**config.mk**
```make
export PLATFORM = sky130hd
export DESIGN_NAME = bounded_list_engine
export DESIGN_NICKNAME = d
export VERILOG_FILES = /design/src/rtl/ble_pkg.sv /design/src/rtl/bounded_list_engine.sv /design/src/rtl/ble_ctrl.sv /design/src/rtl/ble_datapath.sv
export VERILOG_INCLUDE_DIRS = /design/src /design/src/rtl
export SDC_FILE = /design/constraint.sdc
export NUM_CORES = 1
export LEC_CHECK = 0
export ABC_AREA = 1
export BUFFER_PORTS_ARGS = -buffer_cell sky130_fd_sc_hd__buf_2
export CORE_MARGIN = 2
export CORE_UTILIZATION = 37
export DETAILED_ROUTE_END_ITERATION = 6
export PLACE_DENSITY_LB_ADDON = 0.1
export SKIP_CTS_REPAIR_TIMING = 1
export SYNTH_ARGS = -nofsm -noshare
export SYNTH_HDL_FRONTEND = slang
export SYNTH_SLANG_ARGS = --single-unit
```
**constraint.sdc**
```tcl
create_clock -name clk_i -period 3.7 [get_ports clk_i]
set_input_delay 0.555 -clock clk_i [delete_from_list [all_inputs] [get_ports clk_i]]
set_output_delay 0.555 -clock clk_i [all_outputs]
set_load 0.03 [all_outputs]
```
**src/rtl/assert_macros.svh**
```systemverilog
// assertion macros shared by the rtl modules
`ifndef ASSERT_MACROS_SVH
`define ASSERT_MACROS_SVH

`ifndef SYNTHESIS

// property must hold at every clock edge outside reset
`define BLE_ASSERT(name, clk, rst_n, prop) \
  name: assert property (@(posedge clk) disable iff (!rst_n) (prop)) \
    else $error("assertion failed");

// condition must never be seen at a clock edge outside reset
`define BLE_ASSERT_NEVER(name, clk, rst_n, cond) \
  name: assert property (@(posedge clk) disable iff (!rst_n) !(cond)) \
    else $error("forbidden condition seen");

`else

`define BLE_ASSERT(name, clk, rst_n, prop)
`define BLE_ASSERT_NEVER(name, clk, rst_n, cond)

`endif

`endif

```
**src/rtl/ble_pkg.sv**
```systemverilog
// types and codes for the bounded list engine
`default_nettype none

package ble_pkg;

  typedef enum logic [2:0] {
    REQ_PUSH_BACK  = 3'd0,
    REQ_PUSH_FRONT = 3'd1,
    REQ_DELETE     = 3'd2,
    REQ_CLEAR      = 3'd3,
    REQ_REVERSE    = 3'd4,
    REQ_PRINT      = 3'd5
  } req_type_e;

  typedef enum logic [1:0] {
    STS_OK        = 2'd0,
    STS_NOT_FOUND = 2'd1,
    STS_EMPTY     = 2'd2,
    STS_FULL      = 2'd3
  } status_e;

  typedef enum logic [2:0] {
    ST_IDLE,
    ST_DECODE,
    ST_SCAN,
    ST_SHIFT,
    ST_PRINT
  } state_e;

  // which logical position the memory read targets, relative to the walk index
  typedef enum logic [1:0] {
    RD_IDX,
    RD_IDX1,
    RD_IDX2
  } rd_sel_e;

  typedef struct packed {
    logic [2:0]         req_type;
    logic signed [31:0] value;
  } req_t;

  typedef struct packed {
    logic signed [31:0] item_value;
    logic [1:0]         status;
    logic               last;
  } rsp_t;

  typedef struct packed {
    logic    load;
    logic    push_back;
    logic    push_front;
    logic    clear;
    logic    reverse;
    logic    rd;
    rd_sel_e rd_sel;
    logic    wr_shift;
    logic    idx_inc;
    logic    dec_count;
    logic    emit;
    logic    emit_item;
    status_e emit_status;
    logic    emit_last;
  } cmd_t;

  typedef struct packed {
    logic [2:0] req_type;
    logic       empty;
    logic       full;
    logic       match;
    logic       idx_last;
    logic       idx_next_last;
  } sts_t;

endpackage

`default_nettype wire

```
**src/rtl/bounded_list_engine.sv**
```systemverilog
// top level of the bounded list engine: ordered list of up to DEPTH signed words
//
//   channel   ports                         transfer
//   request   start_i, busy_o, req_i        start_i high while busy_o low
//   result    rsp_valid_o, rsp_o            rsp_valid_o high for one cycle
//
// push, clear and reverse pass through the decode state; the result
// appears as busy goes low.
// print streams one result per cycle, one memory read per entry through the
// single read port.
// delete scans then moves later entries down one per cycle, through the
// single read port and single write port.
// reset empties the list at once; the entry memory is never cleared.
// results cannot be stalled; a new request may start while the previous
// result is still on the result ports.
//
// the list lives in a circular buffer with a head pointer and a direction
// bit, so push front and reverse are pointer updates and never move data
`default_nettype none

module bounded_list_engine
  import ble_pkg::*;
#(
  parameter int DEPTH      = 16,
  parameter int ELEM_WIDTH = 32
) (
  input  logic clk_i,
  input  logic rst_ni,
  input  logic start_i,
  output logic busy_o,
  input  req_t req_i,
  output logic rsp_valid_o,
  output rsp_t rsp_o
);

  // command and status between sequencer and datapath
  cmd_t cmd;
  sts_t sts;

  // sequencer: decodes the latched request and steps the list walk
  ble_ctrl u_ctrl (
    .clk_i   (clk_i),
    .rst_ni  (rst_ni),
    .start_i (start_i),
    .busy_o  (busy_o),
    .sts_i   (sts),
    .cmd_o   (cmd)
  );

  // storage, pointers, compare and the registered result
  ble_datapath #(
    .DEPTH      (DEPTH),
    .ELEM_WIDTH (ELEM_WIDTH)
  ) u_datapath (
    .clk_i       (clk_i),
    .rst_ni      (rst_ni),
    .req_i       (req_i),
    .cmd_i       (cmd),
    .sts_o       (sts),
    .rsp_valid_o (rsp_valid_o),
    .rsp_o       (rsp_o)
  );

endmodule

`default_nettype wire

```
**src/rtl/ble_ctrl.sv**
```systemverilog
// control state machine of the bounded list engine
`default_nettype none
`include "assert_macros.svh"

module ble_ctrl
  import ble_pkg::*;
(
  input  logic clk_i,
  input  logic rst_ni,
  input  logic start_i,
  output logic busy_o,
  input  sts_t sts_i,
  output cmd_t cmd_o
);

  state_e state_q, state_d;

  always_ff @(posedge clk_i or negedge rst_ni) begin
    if (!rst_ni) begin
      state_q <= ST_IDLE;
    end else begin
      state_q <= state_d;
    end
  end

  always_comb begin
    state_d            = state_q;
    cmd_o              = '0;
    cmd_o.rd_sel       = RD_IDX;
    cmd_o.emit_status  = STS_OK;
    busy_o             = (state_q != ST_IDLE);
    unique case (state_q)
      ST_IDLE: begin
        if (start_i) begin
          cmd_o.load = 1'b1;
          state_d    = ST_DECODE;
        end
      end
      ST_DECODE: begin
        state_d = ST_IDLE;
        unique case (sts_i.req_type)
          REQ_PUSH_BACK, REQ_PUSH_FRONT: begin
            cmd_o.emit      = 1'b1;
            cmd_o.emit_last = 1'b1;
            if (sts_i.full) begin
              cmd_o.emit_status = STS_FULL;
            end else if (sts_i.req_type == REQ_PUSH_BACK) begin
              cmd_o.push_back = 1'b1;
            end else begin
              cmd_o.push_front = 1'b1;
            end
          end
          REQ_DELETE: begin
            if (sts_i.empty) begin
              cmd_o.emit        = 1'b1;
              cmd_o.emit_last   = 1'b1;
              cmd_o.emit_status = STS_NOT_FOUND;
            end else begin
              cmd_o.rd = 1'b1;
              state_d  = ST_SCAN;
            end
          end
          REQ_CLEAR: begin
            cmd_o.clear     = 1'b1;
            cmd_o.emit      = 1'b1;
            cmd_o.emit_last = 1'b1;
          end
          REQ_REVERSE: begin
            cmd_o.emit      = 1'b1;
            cmd_o.emit_last = 1'b1;
            if (sts_i.empty) begin
              cmd_o.emit_status = STS_EMPTY;
            end else begin
              cmd_o.reverse = 1'b1;
            end
          end
          REQ_PRINT: begin
            if (sts_i.empty) begin
              cmd_o.emit        = 1'b1;
              cmd_o.emit_last   = 1'b1;
              cmd_o.emit_status = STS_EMPTY;
            end else begin
              cmd_o.rd = 1'b1;
              state_d  = ST_PRINT;
            end
          end
          default: begin
            state_d = ST_IDLE;
          end
        endcase
      end
      ST_SCAN: begin
        // read data holds the entry at the walk index
        if (sts_i.match && sts_i.idx_last) begin
          cmd_o.dec_count = 1'b1;
          cmd_o.emit      = 1'b1;
          cmd_o.emit_last = 1'b1;
          state_d         = ST_IDLE;
        end else if (sts_i.match) begin
          cmd_o.rd     = 1'b1;
          cmd_o.rd_sel = RD_IDX1;
          state_d      = ST_SHIFT;
        end else if (sts_i.idx_last) begin
          cmd_o.emit        = 1'b1;
          cmd_o.emit_last   = 1'b1;
          cmd_o.emit_status = STS_NOT_FOUND;
          state_d           = ST_IDLE;
        end else begin
          cmd_o.rd      = 1'b1;
          cmd_o.rd_sel  = RD_IDX1;
          cmd_o.idx_inc = 1'b1;
        end
      end
      ST_SHIFT: begin
        // read data holds the entry after the walk index: move it down one
        cmd_o.wr_shift = 1'b1;
        cmd_o.idx_inc  = 1'b1;
        if (sts_i.idx_next_last) begin
          cmd_o.dec_count = 1'b1;
          cmd_o.emit      = 1'b1;
          cmd_o.emit_last = 1'b1;
          state_d         = ST_IDLE;
        end else begin
          cmd_o.rd     = 1'b1;
          cmd_o.rd_sel = RD_IDX2;
        end
      end
      ST_PRINT: begin
        cmd_o.emit      = 1'b1;
        cmd_o.emit_item = 1'b1;
        cmd_o.emit_last = sts_i.idx_last;
        if (sts_i.idx_last) begin
          state_d = ST_IDLE;
        end else begin
          cmd_o.rd      = 1'b1;
          cmd_o.rd_sel  = RD_IDX1;
          cmd_o.idx_inc = 1'b1;
        end
      end
      default: begin
        state_d = ST_IDLE;
      end
    endcase
  end

  `BLE_ASSERT_NEVER(a_idle_no_emit, clk_i, rst_ni, (state_q == ST_IDLE) && cmd_o.emit)
  `BLE_ASSERT(a_last_ends_req, clk_i, rst_ni, (cmd_o.emit && cmd_o.emit_last) |=> (state_q == ST_IDLE))
  `BLE_ASSERT_NEVER(a_idle_no_write, clk_i, rst_ni, (state_q == ST_IDLE) && (cmd_o.push_back || cmd_o.push_front || cmd_o.wr_shift))

endmodule

`default_nettype wire

```
**src/rtl/ble_datapath.sv**
```systemverilog
// list storage, pointers and result register of the bounded list engine
`default_nettype none
`include "assert_macros.svh"

module ble_datapath
  import ble_pkg::*;
#(
  parameter int DEPTH      = 16,
  parameter int ELEM_WIDTH = 32
) (
  input  logic clk_i,
  input  logic rst_ni,
  input  req_t req_i,
  input  cmd_t cmd_i,
  output sts_t sts_o,
  output logic rsp_valid_o,
  output rsp_t rsp_o
);

  localparam int AW = (DEPTH > 1) ? $clog2(DEPTH) : 1;
  localparam int CW = $clog2(DEPTH + 1);
  localparam int SW = CW + 2;

  // circular storage: logical position i sits at base +/- i depending on direction
  logic [ELEM_WIDTH-1:0] mem_q [DEPTH];

  logic [AW-1:0]         base_q, base_d;
  logic                  rev_q, rev_d;
  logic [CW-1:0]         count_q, count_d;
  logic [CW-1:0]         idx_q, idx_d;
  logic [2:0]            req_type_q;
  logic [ELEM_WIDTH-1:0] val_q;
  logic [ELEM_WIDTH-1:0] rd_data_q;
  logic                  rsp_valid_q;
  rsp_t                  rsp_q, rsp_d;

  logic signed [63:0]         val_ext;
  logic signed [ELEM_WIDTH-1:0] rd_s;
  logic signed [63:0]         rd_ext;
  logic [CW:0]                idx_p1, idx_p2;
  logic [AW-1:0]              rd_addr;
  logic                       wr_en;
  logic [AW-1:0]              wr_addr;
  logic [ELEM_WIDTH-1:0]      wr_data;
  logic [AW-1:0]              pre_addr;

  function automatic logic [AW-1:0] phys(logic [AW-1:0] b, logic [CW:0] off, logic down);
    logic [SW-1:0] s;
    if (down) begin
      s = SW'(b) + SW'(DEPTH) - SW'(off);
    end else begin
      s = SW'(b) + SW'(off);
    end
    if (s >= SW'(DEPTH)) begin
      s = s - SW'(DEPTH);
    end
    return s[AW-1:0];
  endfunction

  assign val_ext = $signed(req_i.value);
  assign rd_s    = rd_data_q;
  assign rd_ext  = rd_s;

  assign idx_p1 = {1'b0, idx_q} + (CW + 1)'(1);
  assign idx_p2 = {1'b0, idx_q} + (CW + 1)'(2);

  // slot just ahead of the first entry
  assign pre_addr = phys(base_q, (CW + 1)'(1), ~rev_q);

  always_comb begin
    unique case (cmd_i.rd_sel)
      RD_IDX:  rd_addr = phys(base_q, {1'b0, idx_q}, rev_q);
      RD_IDX1: rd_addr = phys(base_q, idx_p1, rev_q);
      RD_IDX2: rd_addr = phys(base_q, idx_p2, rev_q);
      default: rd_addr = phys(base_q, {1'b0, idx_q}, rev_q);
    endcase
  end

  // write sources are exclusive; most cycles none of them is active
  always_comb begin
    wr_en   = 1'b0;
    wr_addr = phys(base_q, {1'b0, idx_q}, rev_q);
    wr_data = rd_data_q;
    if (cmd_i.push_back) begin
      wr_en   = 1'b1;
      wr_addr = phys(base_q, {1'b0, count_q}, rev_q);
      wr_data = val_q;
    end else if (cmd_i.push_front) begin
      wr_en   = 1'b1;
      wr_addr = pre_addr;
      wr_data = val_q;
    end else if (cmd_i.wr_shift) begin
      wr_en = 1'b1;
    end
  end

  always_ff @(posedge clk_i) begin
    if (wr_en) begin
      mem_q[wr_addr] <= wr_data;
    end
    if (cmd_i.rd) begin
      rd_data_q <= mem_q[rd_addr];
    end
    if (cmd_i.load) begin
      req_type_q <= req_i.req_type;
      val_q      <= val_ext[ELEM_WIDTH-1:0];
    end
    rsp_q <= rsp_d;
  end

  always_comb begin
    base_d  = base_q;
    rev_d   = rev_q;
    count_d = count_q;
    idx_d   = idx_q;
    if (cmd_i.load) begin
      idx_d = '0;
    end else if (cmd_i.idx_inc) begin
      idx_d = idx_p1[CW-1:0];
    end
    if (cmd_i.push_back) begin
      count_d = count_q + CW'(1);
    end
    if (cmd_i.push_front) begin
      base_d  = pre_addr;
      count_d = count_q + CW'(1);
    end
    if (cmd_i.dec_count) begin
      count_d = count_q - CW'(1);
    end
    if (cmd_i.clear) begin
      count_d = '0;
    end
    if (cmd_i.reverse) begin
      base_d = phys(base_q, {1'b0, count_q} - (CW + 1)'(1), rev_q);
      rev_d  = ~rev_q;
    end
  end

  always_ff @(posedge clk_i or negedge rst_ni) begin
    if (!rst_ni) begin
      base_q      <= '0;
      rev_q       <= 1'b0;
      count_q     <= '0;
      idx_q       <= '0;
      rsp_valid_q <= 1'b0;
    end else begin
      base_q      <= base_d;
      rev_q       <= rev_d;
      count_q     <= count_d;
      idx_q       <= idx_d;
      rsp_valid_q <= cmd_i.emit;
    end
  end

  always_comb begin
    rsp_d.item_value = cmd_i.emit_item ? rd_ext[31:0] : '0;
    rsp_d.status     = cmd_i.emit_status;
    rsp_d.last       = cmd_i.emit_last;
  end

  always_comb begin
    sts_o.req_type      = req_type_q;
    sts_o.empty         = (count_q == '0);
    sts_o.full          = (count_q >= CW'(DEPTH));
    sts_o.match         = (rd_data_q == val_q);
    sts_o.idx_last      = (idx_p1 == {1'b0, count_q});
    sts_o.idx_next_last = (idx_p2 == {1'b0, count_q});
  end

  assign rsp_valid_o = rsp_valid_q;
  assign rsp_o       = rsp_q;

  `BLE_ASSERT(a_count_bound, clk_i, rst_ni, count_q <= CW'(DEPTH))
  `BLE_ASSERT_NEVER(a_push_when_full, clk_i, rst_ni, (cmd_i.push_back || cmd_i.push_front) && (count_q >= CW'(DEPTH)))
  `BLE_ASSERT(a_error_is_last, clk_i, rst_ni, (rsp_valid_q && (rsp_q.status != STS_OK)) |-> rsp_q.last)

endmodule

`default_nettype wire

```
==> metrics.yaml <==
global_route:
  grt_pass1_wl_mm: 120
  antenna_found_initial: 0
  grt_pass1_vias: 18833
  grt-ovfl-total: 0
  grtUsageMet1_pct: 29.1
  grt_busiest_layer: "met2"
  met2_usage_pct: 32.6
  grt_max_degree: 99
  use_met3_pct: 3.39
  grt_use_total_pct: 20.6
cells_and_area:
  diodes: 0
  fin_nets: 2858
  final_cell_area_um2: 33100
  area_growth_pct: 18.7
  drive_gt1_share_pct: 13.7
run:
  cap_violations: 0
placement:
  routabilityCongestion: 0.806
  place_hpwl_mm: 45.9
  portBuffers: 74
  dpl-instance-area_um2: 30600
worst_hold_path:
  holdPathEnd: "u_datapath.val_q[0]$_DFFE_PP_"
  hp-start: "req_i[0]"
  whs_path_depth: 1
  min_path_type: "in -> reg"
clocking:
  cts_tree: "built"
  cts-buffers-inserted: 73
  htree_levels: 3
  cts_buffer_depth: 3
  cts-root-buf: "clkbuf_16"
  cts.sinks: 633
  clock_latency_ns: 0.62
  clk_pin_slew_ns: 0.06
critical_path:
  worst_path_largest_cell_delay_ns: 0.45
  crit_top_cell: "nand2_1"
  crit_path_max_fanout: 32
  cp.required_ns: 4.05
  crit-reg2reg-launch: "u_datapath.idx_q[1]$_DFFE_PN0P_"
  cp-start-kind: "flip-flop"
  worst-path-buf-inv: 6
  cp-end-kind: "flip-flop"
  critPathTopFamily: "simple AND/OR/NAND/NOR gates"
  critical_path_class: "reg -> reg"
  cp_cell_sequence: "ha_4, nand2_1, nand2_1, nand3_1, nand2_1, nor2_1, nand3_2, nand2_1, nand2_1, inv_1, ha_2, inv_2, nand3b_1, buf_4, buf_12, buf_16, buf_12, nand3_1, nand3_1, nand3_1, nand2_1, nand2_1, nand2_1"
  r2r_slack_ns: 0.25
  r2r_end: "u_datapath.rd_data_q[23]$_DFFE_PP_"
  arrival_ns: 3.80
  r2r_cells: 23
  crit_slowest_cell: "dfrtp_2"
synthesis:
  ys_ff_latch: 633
  ys_warn_count: 0
  syn_area_um2: 27900
  postSynthAreaPerCell_um2: 10.6
  synth_cell_types: 40
  synth.net_count: 2708
  syn_inst: 2622
  synthFlopType: "edfxtp_1"
  yosysSeqAreaShare_pct: 66.5
  async_reset_ff_share_pct: 3.00
  synth_edf_count: 579
floorplan:
  dieArea_um2: 77600
  initial_utilization_pct: 37.4
  core_area_um2: 74600
  die_h_um: 279
  fp-row-count: 100
  ios: 75
  die-width_um: 279
sta:
  fin_skew_ns: 0.0323
  hold_violations: 0
  min_period_ns: 3.45
  fmax_mhz: 290
  finalCritPeriodShare_pct: 93.1
  setup_viol: 0
  worst_slew_pin_slew_ns: 0.787
  slew_headroom_pct: 47.2
  slew_viol_final: 0
power:
  p_leak_uw: 0.0131
  powerDensity_nw_per_um2: 1080
  finalPower_uw: 35700
  ir_drop_v: 0.000707
detailed_routing:
  drt-initial-drc-count: 1750
  ant_nets: 0
  drc: 0
  vias_per_cell: 5.20
  dr.pass1.iters: 6
  drt-wirelength-per-cell_um: 21.5
  wirelength_mm: 81.9
  vias: 19746
status:
  status: "finished clean"
==> sequential cells by signal, summed over array words and instances (netlist names) <==
signal	count
u_ctrl.state_q	3
u_datapath.rsp_o	35
u_datapath.count_q	5
u_datapath.base_q	4
u_datapath.idx_q	5
u_datapath.req_type_q	3
u_datapath.rsp_valid_o	1
u_datapath.mem_q	512
u_datapath.rev_q	1
u_datapath.rd_data_q	32
u_datapath.val_q	32
==> cells in the final DEF (no fill, tap or decap), types with 17 or more instances in the layout <==
cell and count:
nand2_1 794, edfxtp_1 579, nand3_1 560, inv_1 120, buf_4 92, clkbuf_16 79
nor2_1 75, buf_2 74, o21ai_0 64, o21ai_1 54, buf_12 44, dfxtp_1 35
ha_1 34, xor2_1 17, dfrtp_1 17
==> report_power, final <==
group,internal [µW],switching (µW)
Clock,4150,2940
Sequential,10200,421
Combinational,5680,12300
Total,20000,15700
==> Yosys cell counts, types with 2 or more instances <==
| library cell | n | area share [%] |
|---|---|---|
| xor2_1 | 17 | 0.53 |
| o21ai_2 | 10 | 0.31 |
| o21ai_1 | 55 | 0.99 |
| o21ai_0 | 64 | 1.1 |
| nand3b_1 | 3 | 0.081 |
| ha_1 | 37 | 1.7 |
| nand2_1 | 797 | 11 |
| xnor2_1 | 9 | 0.28 |
| buf_2 | 84 | 1.5 |
| or2_2 | 2 | 0.045 |
| buf_4 | 6 | 0.16 |
| nor3_1 | 10 | 0.18 |
| nand4_1 | 7 | 0.16 |
| fa_1 | 11 | 0.79 |
| inv_2 | 5 | 0.067 |
| nor2_1 | 91 | 1.2 |
| dfrtp_1 | 19 | 1.7 |
| clkbuf_1 | 41 | 0.55 |
| buf_6 | 5 | 0.20 |
| edfxtp_1 | 579 | 62 |
| a21oi_1 | 16 | 0.29 |
| o211ai_1 | 2 | 0.054 |
| a31oi_1 | 2 | 0.045 |
| nand3_1 | 560 | 10 |
| or2_1 | 3 | 0.067 |
| inv_1 | 121 | 1.6 |
| nand3_2 | 2 | 0.072 |
| dfxtp_1 | 35 | 2.5 |
| buf_1 | 10 | 0.13 |
| nand2_2 | 9 | 0.20 |
==> how the worst max path moves through the flow <==
stage                                     start                                  to  slack [ns]  cells after the start
3_3_place_gp    u_datapath.idx_q[1]$_DFFE_PN0P_  u_datapath.rd_data_q[19]$_DFFE_PP_        0.14                     23
3_5_place_dp    u_datapath.idx_q[1]$_DFFE_PN0P_  u_datapath.rd_data_q[19]$_DFFE_PP_        0.11                     23
2_1_floorplan  u_datapath.base_q[1]$_DFFE_PN0P_   u_datapath.mem_q[10][0]$_DFFE_PP_       -0.20                      8
6_report        u_datapath.idx_q[1]$_DFFE_PN0P_  u_datapath.rd_data_q[23]$_DFFE_PP_        0.25                     23
5_1_grt         u_datapath.idx_q[1]$_DFFE_PN0P_  u_datapath.rd_data_q[19]$_DFFE_PP_      -0.007                     25
4_1_cts         u_datapath.idx_q[1]$_DFFE_PN0P_  u_datapath.rd_data_q[19]$_DFFE_PP_        0.05                     23
==> kinds of logic (layout without fill, tap and decap cells) <==
| group | count (synthesis) | in the layout | synth area share (%) |
|---|---|---|---|
| AO/OA/AOI/OAI | 154 | 154 | 3.00 |
| XOR/XNOR | 26 | 26 | 0.816 |
| adder cells (fa/ha/maj) | 48 | 48 | 2.45 |
| buffers and inverters | 275 | 483 | 4.35 |
| flip-flops | 633 | 633 | 66.5 |
| AND/OR/NAND/NOR | 1486 | 1486 | 22.9 |
==> final cells by class <==
class,instances,area (µm²)
Timing Repair Buffer,223,2200
Multi-Input combinational cell,1714,8320
Sequential cell,633,18600
Clock inverter,38,360
Fill cell,6940,41400
Tap cell,969,1210
Clock buffer,95,1980
Inverter,127,479
==> stage by stage <==
step                      util [%]  instances  TNS (ns)  setup WS (ns)  hold slack [ns]
final                         44.4       3799         0          0.255            0.110
after global routing          44.4       3799  -0.00864       -0.00723           0.0760
after detailed placement      41.0       3657         0          0.110            0.511
after floorplan                  -       2622    -36.73         -0.196            0.259
after global placement        41.0       3657         0          0.141            0.508
after CTS                     44.1       3790         0         0.0482           -0.125
==> layer usage <==
layer  vias to the layer above  routed length, µm
met2                       561              37800
met3                       144               4420
met5                         -                  0
met1                      9687              37200
met4                         0               2490
li1                       9354                  -
(Power assumes the default switching activity.)
